===== src/rtl/crt_pkg.sv =====
// ============================================================================
// crt_pkg
// Shared types, field widths, status codes and controller step codes for the
// congruence combiner.
// ============================================================================
`default_nettype none

package crt_pkg;

  // Field widths of the item interfaces
  localparam int RES_W        = 64;
  localparam int MOD_W        = 62;
  localparam int STAT_W       = 2;
  localparam int DEF_MOD_BITS = 62;

  // Result status codes
  localparam logic [STAT_W-1:0] ST_OK    = 2'd0;
  localparam logic [STAT_W-1:0] ST_NOSOL = 2'd1;
  localparam logic [STAT_W-1:0] ST_OVF   = 2'd2;

  // Datapath step codes issued by the controller
  localparam int STEP_W = 4;
  localparam logic [STEP_W-1:0] STEP_LOAD = 4'd0;
  localparam logic [STEP_W-1:0] STEP_BRED = 4'd1;
  localparam logic [STEP_W-1:0] STEP_GCD  = 4'd2;
  localparam logic [STEP_W-1:0] STEP_AG   = 4'd3;
  localparam logic [STEP_W-1:0] STEP_BG   = 4'd4;
  localparam logic [STEP_W-1:0] STEP_M1G  = 4'd5;
  localparam logic [STEP_W-1:0] STEP_LCM  = 4'd6;
  localparam logic [STEP_W-1:0] STEP_M2G  = 4'd7;
  localparam logic [STEP_W-1:0] STEP_AM2  = 4'd8;
  localparam logic [STEP_W-1:0] STEP_XQ   = 4'd9;
  localparam logic [STEP_W-1:0] STEP_R0   = 4'd10;
  localparam logic [STEP_W-1:0] STEP_INV  = 4'd11;
  localparam logic [STEP_W-1:0] STEP_KMM  = 4'd12;
  localparam logic [STEP_W-1:0] STEP_RES  = 4'd13;
  localparam logic [STEP_W-1:0] STEP_FIN  = 4'd14;

  typedef struct packed {
    logic                    start_req;
    logic signed [RES_W-1:0] residue;
    logic [MOD_W-1:0]        modulus;
  } in_item_t;

  typedef struct packed {
    logic [MOD_W-1:0]  combined_residue;
    logic [MOD_W-1:0]  combined_modulus;
    logic [STAT_W-1:0] status;
  } out_item_t;

  // Controller to datapath
  typedef struct packed {
    logic              go;    // launch the iterative unit for this step
    logic              wb;    // write back the result of this step
    logic [STEP_W-1:0] step;
  } cmd_t;

  // Datapath to controller
  typedef struct packed {
    logic busy;
    logic fail_nz;
    logic q_zero;
    logic r1_zero;
    logic m2g_le1;
  } stat_t;

endpackage

`default_nettype wire


===== src/rtl/crt_ctrl.sv =====
// ============================================================================
// crt_ctrl
// Controller: sequences the datapath steps of one item, runs the gcd and
// inverse loops, and owns both channel handshakes.
// ============================================================================
`default_nettype none

module crt_ctrl (
  input  wire logic           clk,
  input  wire logic           rst_n,
  input  wire logic           in_valid,
  output logic                in_stall,
  output logic                out_valid,
  input  wire logic           out_stall,
  input  wire crt_pkg::stat_t stat,
  output crt_pkg::cmd_t       cmd
);

  localparam logic [3:0] S_BRED = crt_pkg::STEP_BRED;
  localparam logic [3:0] S_GCD  = crt_pkg::STEP_GCD;
  localparam logic [3:0] S_AG   = crt_pkg::STEP_AG;
  localparam logic [3:0] S_BG   = crt_pkg::STEP_BG;
  localparam logic [3:0] S_M1G  = crt_pkg::STEP_M1G;
  localparam logic [3:0] S_LCM  = crt_pkg::STEP_LCM;
  localparam logic [3:0] S_M2G  = crt_pkg::STEP_M2G;
  localparam logic [3:0] S_AM2  = crt_pkg::STEP_AM2;
  localparam logic [3:0] S_XQ   = crt_pkg::STEP_XQ;
  localparam logic [3:0] S_R0   = crt_pkg::STEP_R0;
  localparam logic [3:0] S_INV  = crt_pkg::STEP_INV;
  localparam logic [3:0] S_KMM  = crt_pkg::STEP_KMM;
  localparam logic [3:0] S_RES  = crt_pkg::STEP_RES;
  localparam logic [3:0] S_FIN  = crt_pkg::STEP_FIN;
  localparam logic [3:0] S_IDLE = 4'd15;

  logic [3:0] state_r, state_nxt;
  logic       run_r, run_nxt;
  logic       out_valid_r, out_valid_nxt;
  logic       skip, emit;
  logic [3:0] skip_to, next_to;

  // Per-state skip test and successor
  always_comb begin
    skip    = 1'b0;
    skip_to = S_FIN;
    next_to = S_FIN;
    unique case (state_r)
      S_BRED: begin skip = stat.fail_nz; next_to = S_GCD; end
      S_GCD:  begin skip = stat.q_zero; skip_to = S_AG; next_to = S_GCD; end
      S_AG:   next_to = S_BG;
      S_BG:   next_to = S_M1G;
      S_M1G:  begin skip = stat.fail_nz; next_to = S_LCM; end
      S_LCM:  next_to = S_M2G;
      S_M2G:  begin skip = stat.fail_nz; next_to = S_AM2; end
      S_AM2:  begin skip = stat.m2g_le1; skip_to = S_RES; next_to = S_XQ; end
      S_XQ:   next_to = S_R0;
      S_R0:   next_to = S_INV;
      S_INV:  begin skip = stat.r1_zero; skip_to = S_KMM; next_to = S_INV; end
      S_KMM:  next_to = S_RES;
      S_RES:  next_to = S_FIN;
      default: ;
    endcase
  end

  // Sequence the steps
  always_comb begin
    state_nxt = state_r;
    run_nxt   = run_r;
    emit      = 1'b0;
    cmd.go    = 1'b0;
    cmd.wb    = 1'b0;
    cmd.step  = state_r;
    unique case (state_r)
      S_IDLE: begin
        cmd.step = crt_pkg::STEP_LOAD;
        if (in_valid) begin
          cmd.wb    = 1'b1;
          state_nxt = S_BRED;
        end
      end
      S_FIN: begin
        if (!out_valid_r || !out_stall) begin
          cmd.wb    = 1'b1;
          emit      = 1'b1;
          state_nxt = S_IDLE;
        end
      end
      S_BRED, S_GCD, S_AG, S_BG, S_M1G, S_LCM, S_M2G, S_AM2, S_XQ, S_R0, S_INV,
      S_KMM, S_RES: begin
        if (!run_r) begin
          if (skip) begin
            state_nxt = skip_to;
          end else begin
            cmd.go  = 1'b1;
            run_nxt = 1'b1;
          end
        end else if (!stat.busy) begin
          cmd.wb    = 1'b1;
          run_nxt   = 1'b0;
          state_nxt = next_to;
        end
      end
      default: state_nxt = S_IDLE;
    endcase
  end

  // Hold a result until taken
  always_comb begin
    out_valid_nxt = out_valid_r;
    if (emit) out_valid_nxt = 1'b1;
    else if (!out_stall) out_valid_nxt = 1'b0;
  end

  always_ff @(posedge clk) begin
    if (!rst_n) begin
      state_r     <= S_IDLE;
      run_r       <= 1'b0;
      out_valid_r <= 1'b0;
    end else begin
      state_r     <= state_nxt;
      run_r       <= run_nxt;
      out_valid_r <= out_valid_nxt;
    end
  end

  assign in_stall  = state_r != S_IDLE;
  assign out_valid = out_valid_r;

endmodule

`default_nettype wire


===== config.mk =====
export PLATFORM = sky130hd
export DESIGN_NAME = crt_ctrl
export DESIGN_NICKNAME = d
export VERILOG_FILES = /design/src/rtl/crt_pkg.sv /design/src/rtl/crt_ctrl.sv
export SDC_FILE = /design/constraint.sdc
export NUM_CORES = 1
export LEC_CHECK = 0
export ABC_AREA = 1
export BUFFER_PORTS_ARGS = -buffer_cell sky130_fd_sc_hd__buf_2
export CORE_MARGIN = 5
export CORE_UTILIZATION = 50
export DETAILED_ROUTE_END_ITERATION = 12
export PLACE_DENSITY_LB_ADDON = 0.25
export SLEW_MARGIN = 10
export SYNTH_ARGS = -nofsm -noshare
export SYNTH_HDL_FRONTEND = slang
export SYNTH_SLANG_ARGS = --single-unit

===== constraint.sdc =====
create_clock -name clk -period 2.06 [get_ports clk]
set_input_delay 0.618 -clock clk [delete_from_list [all_inputs] [get_ports clk]]
set_output_delay 0.618 -clock clk [all_outputs]
set_load 0.005 [all_outputs]

==> results.md, run 1 <==
* Max Cap Viol at 0
* Later-pin clock latency in the skew report at ~250 ps
* ANT nets after route at 0
* Vias in the first global route at 663
* CORE AREA at approximately 0.0013 mm²
* Worst slack, placed at about 240 ps
* Initial core utilization at 53.08%
* Seq/Total Area, Yosys at ~17%
* Largest net degree at the start of global routing at 10
* Grt ovf at 0
* Wire per inst at roughly 11 µm
* Die footprint at 0.002225 mm²
* Peak Freq at just over 500 MHz
* Share of post-route cells with drive strength above 1 at between 30 and 40%
* Final nets at ~150
* Clock-pin slew on the worst setup and hold paths at around 50 ps
* First-pass GRT wire length at around 2.8 mm
* N_diodes at 0
* Internal Pwr Total at 0.6795 mW
* Inst Count DP at 149
* Final Max Tran Viols at 0
* Syn. warnings at 0
* Comb power frac at 74.8%
* Total power at ~1.5 mW
* GRT Total Usage at a little under a fifth
* Post-route cell area at between 800 and 900 µm²
* Initial antenna violation count at 0
* Synth Register Bits at 6
* R2R Setup Slk at about 600 ps
* Dpl cell area at approximately 780 µm²
* Layout Utilization at 64.13%
* Syn-to-layout area delta at 20.83%
* Static Leak at slightly above 0.5 nW
* Slew headroom at between 80% and 90%
* Hold Path Class: reg -> reg
* I/O Buffers at 16
* Post-route setup TNS at 0 ps
* Final min period at between 1500 and 2000 ps
* Yosys cell types at 17
* Final period utilization at 96.16%
* Final setup violation count at 0
* CTS HTree Levels at 1
* Vias at about 770
* Required time worst endpoint at between 1000 and 1500 ps
* Worst slew pin tran at around 280 ps
* Final HPWL DP at between 1 and 1.5 mm
* Final hold vios at 0
* Worst-path fanout max at 7
* Hold Buf Count CTS at 0
* Status: complete, no violations
* CP Launch Type: flip-flop
* Drt first pass iters at 4
* Die extent in x at roughly 47 µm
* Commonest non-fill, non-tap cell in the layout: nand2_1
* Synth Instances at between 100 and 150
* Non-filler cells, final at 153
* # IOs at 17
* Clock Tree Buf Depth at 2
* CTS buffer count at 3
* Average footprint of a synthesized cell at just under 6 µm²
* Filler Cell Count at 130
* CP Capture Type: primary output
* Post-Syn Nets at 127
* Cell Pwr Density at 1758 mW/mm²
* Psw at around 0.79 mW
* Crit path kind: reg -> out
* Clock Sinks at 6
* WP data arrival at 1360 ps
* DRC at 0
* CTS tree: built
* Cell row count at 13
* Clk pwr share at 7.7%
* Die height at between 40 and 50 µm
* Final WL at between 1.5 and 2 mm
* Switch share at between 50% and 60%
* Root buf cell: clkbuf_4
* Worst Clk Skew at approximately 5.2 ps
* Worst VDD drop at 0.9034 mV
* Area of the multi-input gates at 484.2 µm²
* Sequential share of power at between 10% and 20%
* Netlist Area Pre-Place at roughly 690 µm²
* GP Congestion at between 0.8 and 0.9
* Fin Hold WS at between 500 and 600 ps
* Most frequent cells in the layout: 40 x nand2_1, 16 x buf_2, 12 x inv_1, 12 x nor2_1, 9 x nand3_1
* Unrepaired setup endpoints after global routing: yes
* Iteration-0 DRC count of the detailed router at 38
* Setup ws final at between 70 and 80 ps
* Sequential cell area at between 100 and 150 µm²
* Drt via density at approximately 5.1
worst paths after layout:
path | startpoint | to | cells after the start
setup / recovery | state_r[2]$_SDFFE_PN1P_ | cmd[4] | 6
hold reg to reg | out_valid$_SDFFE_PN0P_ | out_valid$_SDFFE_PN0P_ | 2
setup reg to reg | state_r[2]$_SDFFE_PN1P_ | state_r[1]$_SDFFE_PN1P_ | 9
hold / removal | out_valid$_SDFFE_PN0P_ | out_valid$_SDFFE_PN0P_ | 2
layout make-up:
cell class | count | area share (%)
clock buffer | 3 | 2.699
tap | 15 | 2.249
multi-input combinational | 93 | 58.02
timing repair buffer | 20 | 13.64
sequential | 6 | 15.89
inverter | 16 | 7.496
cells in the mapped netlist (all sizes together):
| master | count | area (µm²) |
|---|---|---|
| inv | 16 | 62.56 |
| o21ai | 4 | 23.77 |
| buf | 3 | 33.78 |
| a21oi | 6 | 30.03 |
| dfxtp | 6 | 120.1 |
| nand3 | 13 | 80.08 |
| nand2 | 50 | 230.2 |
| o221ai | 1 | 8.760 |
| nor2 | 19 | 101.4 |
layer usage:
layer  wire length [µm]  up-vias  track usage (%)
met4                  7        0            3.315
met1                759      338            22.05
met5                  0        -                0
li1                   -      412                -
met2                820       22            30.89
met3                115        2            6.130
cells by family after synthesis:
group           after synthesis  synth area share, %
buf+inv                      19                13.95
simple gates                 82                59.60
compound gates               11                9.058
flops                         6                17.39
power groups by stage:
| stage | clock network (mW) | logic, mW | registers (mW) |
|---|---|---|---|
| 5_1_grt | 0.120 | 1.25 | 0.262 |
| 4_1_cts | 0.113 | 1.05 | 0.240 |
| 3_3_place_gp | 0 | 1.05 | 0.236 |
| 6_report | 0.113 | 1.10 | 0.257 |
| 2_1_floorplan | 0 | 0.846 | 0.195 |
| 3_5_place_dp | 0 | 1.04 | 0.240 |
critical path, cell delays in order, from the launching register on:
cell	delay [ps]
dfxtp_4	370
buf_6	130
nand2_2	90
nor2_1	200
nand2_1	100
o221ai_1	80
buf_2	140
state kept, by name (all words and copies together), names as in the netlist:
register	cells
run_r	1
out_valid	1
state_r	4
what timing repair did:
item,4_1_cts,5_1_grt
gates resized for setup,2,9
cloned,0,0
setup buffers,0,1
endpoints found under the hold margin,0,0
endpoints found under the setup margin,2,6
pin swaps,1,1
No activity file was read; power rests on OpenSTA's default activity.
==> run 2, diff against run 1 <==
--- a/config.mk
+++ b/config.mk
@@ -7,7 +7,7 @@
 export LEC_CHECK = 0
 export ABC_AREA = 1
 export BUFFER_PORTS_ARGS = -buffer_cell sky130_fd_sc_hd__buf_2
-export CORE_MARGIN = 5
+export CORE_MARGIN = 2
 export CORE_UTILIZATION = 50
 export DETAILED_ROUTE_END_ITERATION = 12
 export PLACE_DENSITY_LB_ADDON = 0.25
==> run 2 against run 1 <==
Against the previous run: global-route usage grew 4.5 points; non-clock buffer count is the same; critical path depth grew 1; via count grew 6.5%; sequential share of layout area is the same; power grew 1.3%; highest routed layer is now met3.
==> results.md, run 2 (synthesis results as in run 1) <==
* Post-route cell area at 834.6 µm²
* Die height at 41.17 µm
* Cell row count at 13
* Fin Hold WS at ~510 ps
* GP Congestion at around 0.81
* Later-pin clock latency in the skew report at between 200 and 250 ps
* Wire per inst at between 10 and 15 µm
* GRT Total Usage at a little under a quarter
* Dpl cell area at approximately 780 µm²
* Drt first pass iters at 4
* Final WL at roughly 1.7 mm
* WHS Endpoint: out_valid$_SDFFE_PN0P_
* Most frequent cells in the layout: 41 x nand2_1, 16 x buf_2, 13 x nor2_1
* Cell Pwr Density at about 1800 mW/mm²
* Final nets at 149
* R2R Path End: state_r[3]$_SDFFE_PN1P_
* Syn-to-layout area delta at 20.83%
* DRC at 0
* Initial core utilization at around 53%
* R2R Setup Slk at 570 ps
* Status: complete, no violations
* N_diodes at 0
* Grt ovf at 0
* Worst VDD drop at ~0.9 mV
* Root buf cell: clkbuf_4
* Die footprint at about 0.0017 mm²
* Final HPWL DP at between 1 and 1.5 mm
* Required time worst endpoint at between 1000 and 1500 ps
* Share of post-route cells with drive strength above 1 at a little under two fifths
* Static Leak at 0.5016 nW
* Inst Count DP at 149
* CTS buffer count at 3
* Largest net degree at the start of global routing at 10
* Crit path kind: reg -> out
* R2R depth at 10
* Vias in the first global route at 614
* Worst Clk Skew at between 0.9 and 1 ps
* CORE AREA at 0.001301 mm²
* Max Cap Viol at 0
* CTS tree: built
* Setup ws final at roughly 84 ps
* Clock-pin slew on the worst setup and hold paths at about 40 ps
* # IOs at 17
* Hold depth at 2
* Vias at a little over 800
* Commonest non-fill, non-tap cell in the layout: nand2_1
* I/O Buffers at 16
* Final Max Tran Viols at 0
* Worst-path fanout max at 6
* CP Launch Type: flip-flop
* Clock Sinks at 6
* Initial antenna violation count at 0
* Hold_sp: out_valid$_SDFFE_PN0P_
* Final period utilization at 95.93%
* Hold Path Class: reg -> reg
* Clock Tree Buf Depth at 2
* Hold Buf Count CTS at 0
* ANT nets after route at 0
* Largest register by flop count: state_r
* Final min period at between 1500 and 2000 ps
* Max reg flops at 4
* Iteration-0 DRC count of the detailed router at 21
* Unrepaired setup endpoints after global routing: no
* Drt via density at about 5.4
* Worst slack, placed at roughly 220 ps
* Final hold vios at 0
* Peak Freq at 506.0 MHz
* Slew headroom at approximately four fifths
* Total power at approximately 1.5 mW
* CP Capture Type: primary output
* Non-filler cells, final at about 150
* WP data arrival at 1360 ps
* Die extent in x at approximately 41 µm
* Worst r2r src: state_r[1]$_SDFFE_PN1P_
* First-pass GRT wire length at 2.546 mm
* Final setup violation count at 0
* CTS HTree Levels at 1
* Layout Utilization at 64.13%
* Post-route setup TNS at 0 ps
* Worst slew pin tran at roughly 270 ps
==> run 2: what timing repair did <==
item                                    4_1_cts  5_1_grt
endpoints found under the setup margin        1        2
gates resized for setup                       3        6
buffers inserted                              0        1
pin swaps                                     0        1
endpoints found under the hold margin         0        0
==> run 2: critical path, cell delays in order, from the launching register on <==
cell and delay [ps]:
dfxtp_4 360, buf_4 140, nand2_2 110, inv_2 70, nand3_2 90, nand3_2 70
nor2_2 140, buf_2 130
==> run 2: area by class of cell <==
class	count	area, µm²
Clock buffer	3	22.52
Tap cell	15	18.77
Sequential cell	6	132.6
Inverter	16	62.56
Multi-Input combinational cell	93	488.0
Fill cell	132	466.7
Timing Repair Buffer	20	110.1
==> run 2: report_power, final <==
part | switching [mW] | internal [mW]
combinational | 0.682 | 0.443
clock | 0.0418 | 0.0658
sequential | 0.0760 | 0.178
total | 0.799 | 0.686
==> run 2: worst max path at each step <==
stage,to,slack [ps],start
floorplan,cmd[4],470,state_r[2]$_SDFFE_PN1P_
global placement,cmd[5],250,stat[3]
detailed placement,cmd[4],220,state_r[3]$_SDFFE_PN1P_
CTS,cmd[5],20,state_r[2]$_SDFFE_PN1P_
global route,cmd[4],8,state_r[3]$_SDFFE_PN1P_
finish,cmd[5],80,state_r[1]$_SDFFE_PN1P_
==> run 2: routing by layer <==
layer,up-vias,part of all wire (%),global-route usage [%]
met2,35,49,38.28
met1,374,45,29.81
met3,0,5.9,6.522
met4,0,0,0
met5,-,0,0
li1,415,-,-
==> run 3, diff against run 2 <==
--- a/config.mk
+++ b/config.mk
@@ -6,7 +6,7 @@
 export NUM_CORES = 1
 export LEC_CHECK = 0
 export ABC_AREA = 1
-export BUFFER_PORTS_ARGS = -buffer_cell sky130_fd_sc_hd__buf_2
+export BUFFER_PORTS_ARGS = -buffer_cell sky130_fd_sc_hd__buf_4
 export CORE_MARGIN = 2
 export CORE_UTILIZATION = 50
 export DETAILED_ROUTE_END_ITERATION = 12
==> run 3 against run 2 <==
Against the previous run: final cell count unchanged; utilization up 2.1 points; critical path depth unchanged; combinational power about the same; critical endpoint unchanged.
==> results.md, run 3 (synthesis results as in run 1) <==
* Status: complete, no violations
* Root buf cell: clkbuf_4
* GP Congestion at between 0.8 and 0.9
* Final HPWL DP at 1.318 mm
* Clock Tree Buf Depth at 2
* Vias in the first global route at approximately 640
* Worst VDD drop at approximately 0.87 mV
* GRT Total Usage at approximately a quarter
* CORE AREA at 0.001301 mm²
* First-pass GRT wire length at between 2 and 3 mm
* Final setup violation count at 0
* Cell Pwr Density at between 1500 and 2000 mW/mm²
* Grt ovf at 0
* WP data arrival at ~1400 ps
* Largest net degree at the start of global routing at 11
* Worst-path fanout max at 5
* Hold Buf Count CTS at 0
* Initial core utilization at 53.08%
* Filler Cell Count at between 100 and 150
* CTS buffer count at 3
* Syn-to-layout area delta at 24.82%
* CTS tree: built
* Die height at ~41 µm
* Vias at 773
* Die footprint at around 0.0017 mm²
* Share of post-route cells with drive strength above 1 at 36.96%
* Hold Path Class: reg -> reg
* Clock Sinks at 6
* Final Max Tran Viols at 0
* Final WL at approximately 1.6 mm
* Final hold vios at 0
* Slew headroom at 81.24%
* Unrepaired setup endpoints after global routing: yes
* Clock-pin slew on the worst setup and hold paths at 50 ps
* Later-pin clock latency in the skew report at between 200 and 300 ps
* Most frequent cells in the layout: 40 x nand2_1, 20 x buf_4, 12 x inv_1, 12 x nor2_1, 10 x nand3_1
* Commonest non-fill, non-tap cell in the layout: nand2_1
* Final nets at roughly 150
* Max Cap Viol at 0
* Hold depth at 2
* Die extent in x at ~41 µm
* Crit path kind: reg -> out
* Total power at 1.503 mW
* Max reg flops at 4
* DRC at 0
* Worst slew pin tran at 278.5 ps
* CP Capture Type: primary output
* Cell row count at 13
* Post-route cell area at 862.1 µm²
* Worst Clk Skew at roughly 9 ps
* N_diodes at 0
* Dpl cell area at between 800 and 900 µm²
* ANT nets after route at 0
* Wire per inst at between 10 and 15 µm
* # IOs at 17
* Required time worst endpoint at 1440 ps
* CP Launch Type: flip-flop
* Setup Buffers After CTS at 0
* Final min period at slightly below 2000 ps
* R2R depth at 9
* Initial antenna violation count at 0
* CTS HTree Levels at 1
* Final period utilization at a little over nine tenths
* Static Leak at ~0.51 nW
* Drt via density at 5.052
* Iteration-0 DRC count of the detailed router at 27
* I/O Buffers at 16
* Drt first pass iters at 4
* Largest register by flop count: state_r
* Peak Freq at 505.0 MHz
==> run 3: changes by cell type in the layout (fill, tap and decap cells not counted) <==
cell,before,now
buf_2,16,0
buf_4,4,20
dfxtp_1,2,3
dfxtp_4,3,2
nand2_1,41,40
nand2_2,5,6
nand2_4,3,4
nand2_8,1,0
nand3_1,9,10
nand3_2,4,3
nor2_1,13,12
nor2_2,3,4
==> run 3: metrics by stage <==
| stage | setup WS (ps) | setup TNS [ps] | hold WS (ps) | utilization (%) | std cells |
|---|---|---|---|---|---|
| finish | 79.64 | 0 | 505.0 | 66.25 | 153 |
| global route | -9.009 | -9.009 | 543.3 | 66.25 | 153 |
| CTS | 6.404 | 0 | 504.8 | 65.38 | 153 |
| detailed placement | 211.7 | 0 | 497.7 | 63.46 | 150 |
| global placement | 221.6 | 0 | 492.0 | 63.46 | 150 |
| floorplan | 472.3 | 0 | 491.8 | - | 118 |
==> run 3: worst paths after layout <==
| kind | slack (ps) | to | startpoint |
|---|---|---|---|
| worst max-delay path | 80 | cmd[5] | state_r[1]$_SDFFE_PN1P_ |
| worst min-delay path | 510 | out_valid$_SDFFE_PN0P_ | out_valid$_SDFFE_PN0P_ |
| worst max register to register | 610 | state_r[2]$_SDFFE_PN1P_ | state_r[1]$_SDFFE_PN1P_ |
| worst min register to register | 510 | out_valid$_SDFFE_PN0P_ | out_valid$_SDFFE_PN0P_ |
==> run 3: critical path: stages, from the launching register on <==
cell and delay [ps]:
dfxtp_2 340, buf_4 160, nand2_2 120, inv_2 70
nand3_2 90, nand3_2 70, nor2_2 130, buf_4 130
==> run 3: what timing repair did <==
action                                  CTS  global route
endpoints found under the setup margin    2             2
cloned                                    0             0
pin swaps                                 0             0
resized for setup                         2             5
==> run 3: metal layers <==
| layer | GRT usage [%] | wire [µm] | vias up | share of wire, % |
|---|---|---|---|---|
| li1 | - | - | 407 | - |
| met1 | 32.48 | 747 | 334 | 46 |
| met2 | 39.84 | 784 | 32 | 48 |
| met3 | 6.522 | 109 | 0 | 6.6 |
| met4 | 0 | 0 | 0 | 0 |
| met5 | 0 | 0 | - | 0 |
==> run 3: cell type report <==
type                    instances  area, µm²  share of cell area, %
repair buffers                 20      150.1                  17.42
inverters                      16      62.56                  7.257
well taps                      15      18.77                  2.177
multi-input cells              93      479.2                  55.59
flip-flops and latches          6      128.9                  14.95
clock buffers                   3      22.52                  2.612
==> run 3: report_power, final <==
part	switching (mW)	total [mW]	internal [mW]
clock	0.0458	0.112	0.0661
sequential	0.0774	0.251	0.173
combinational	0.662	1.14	0.478
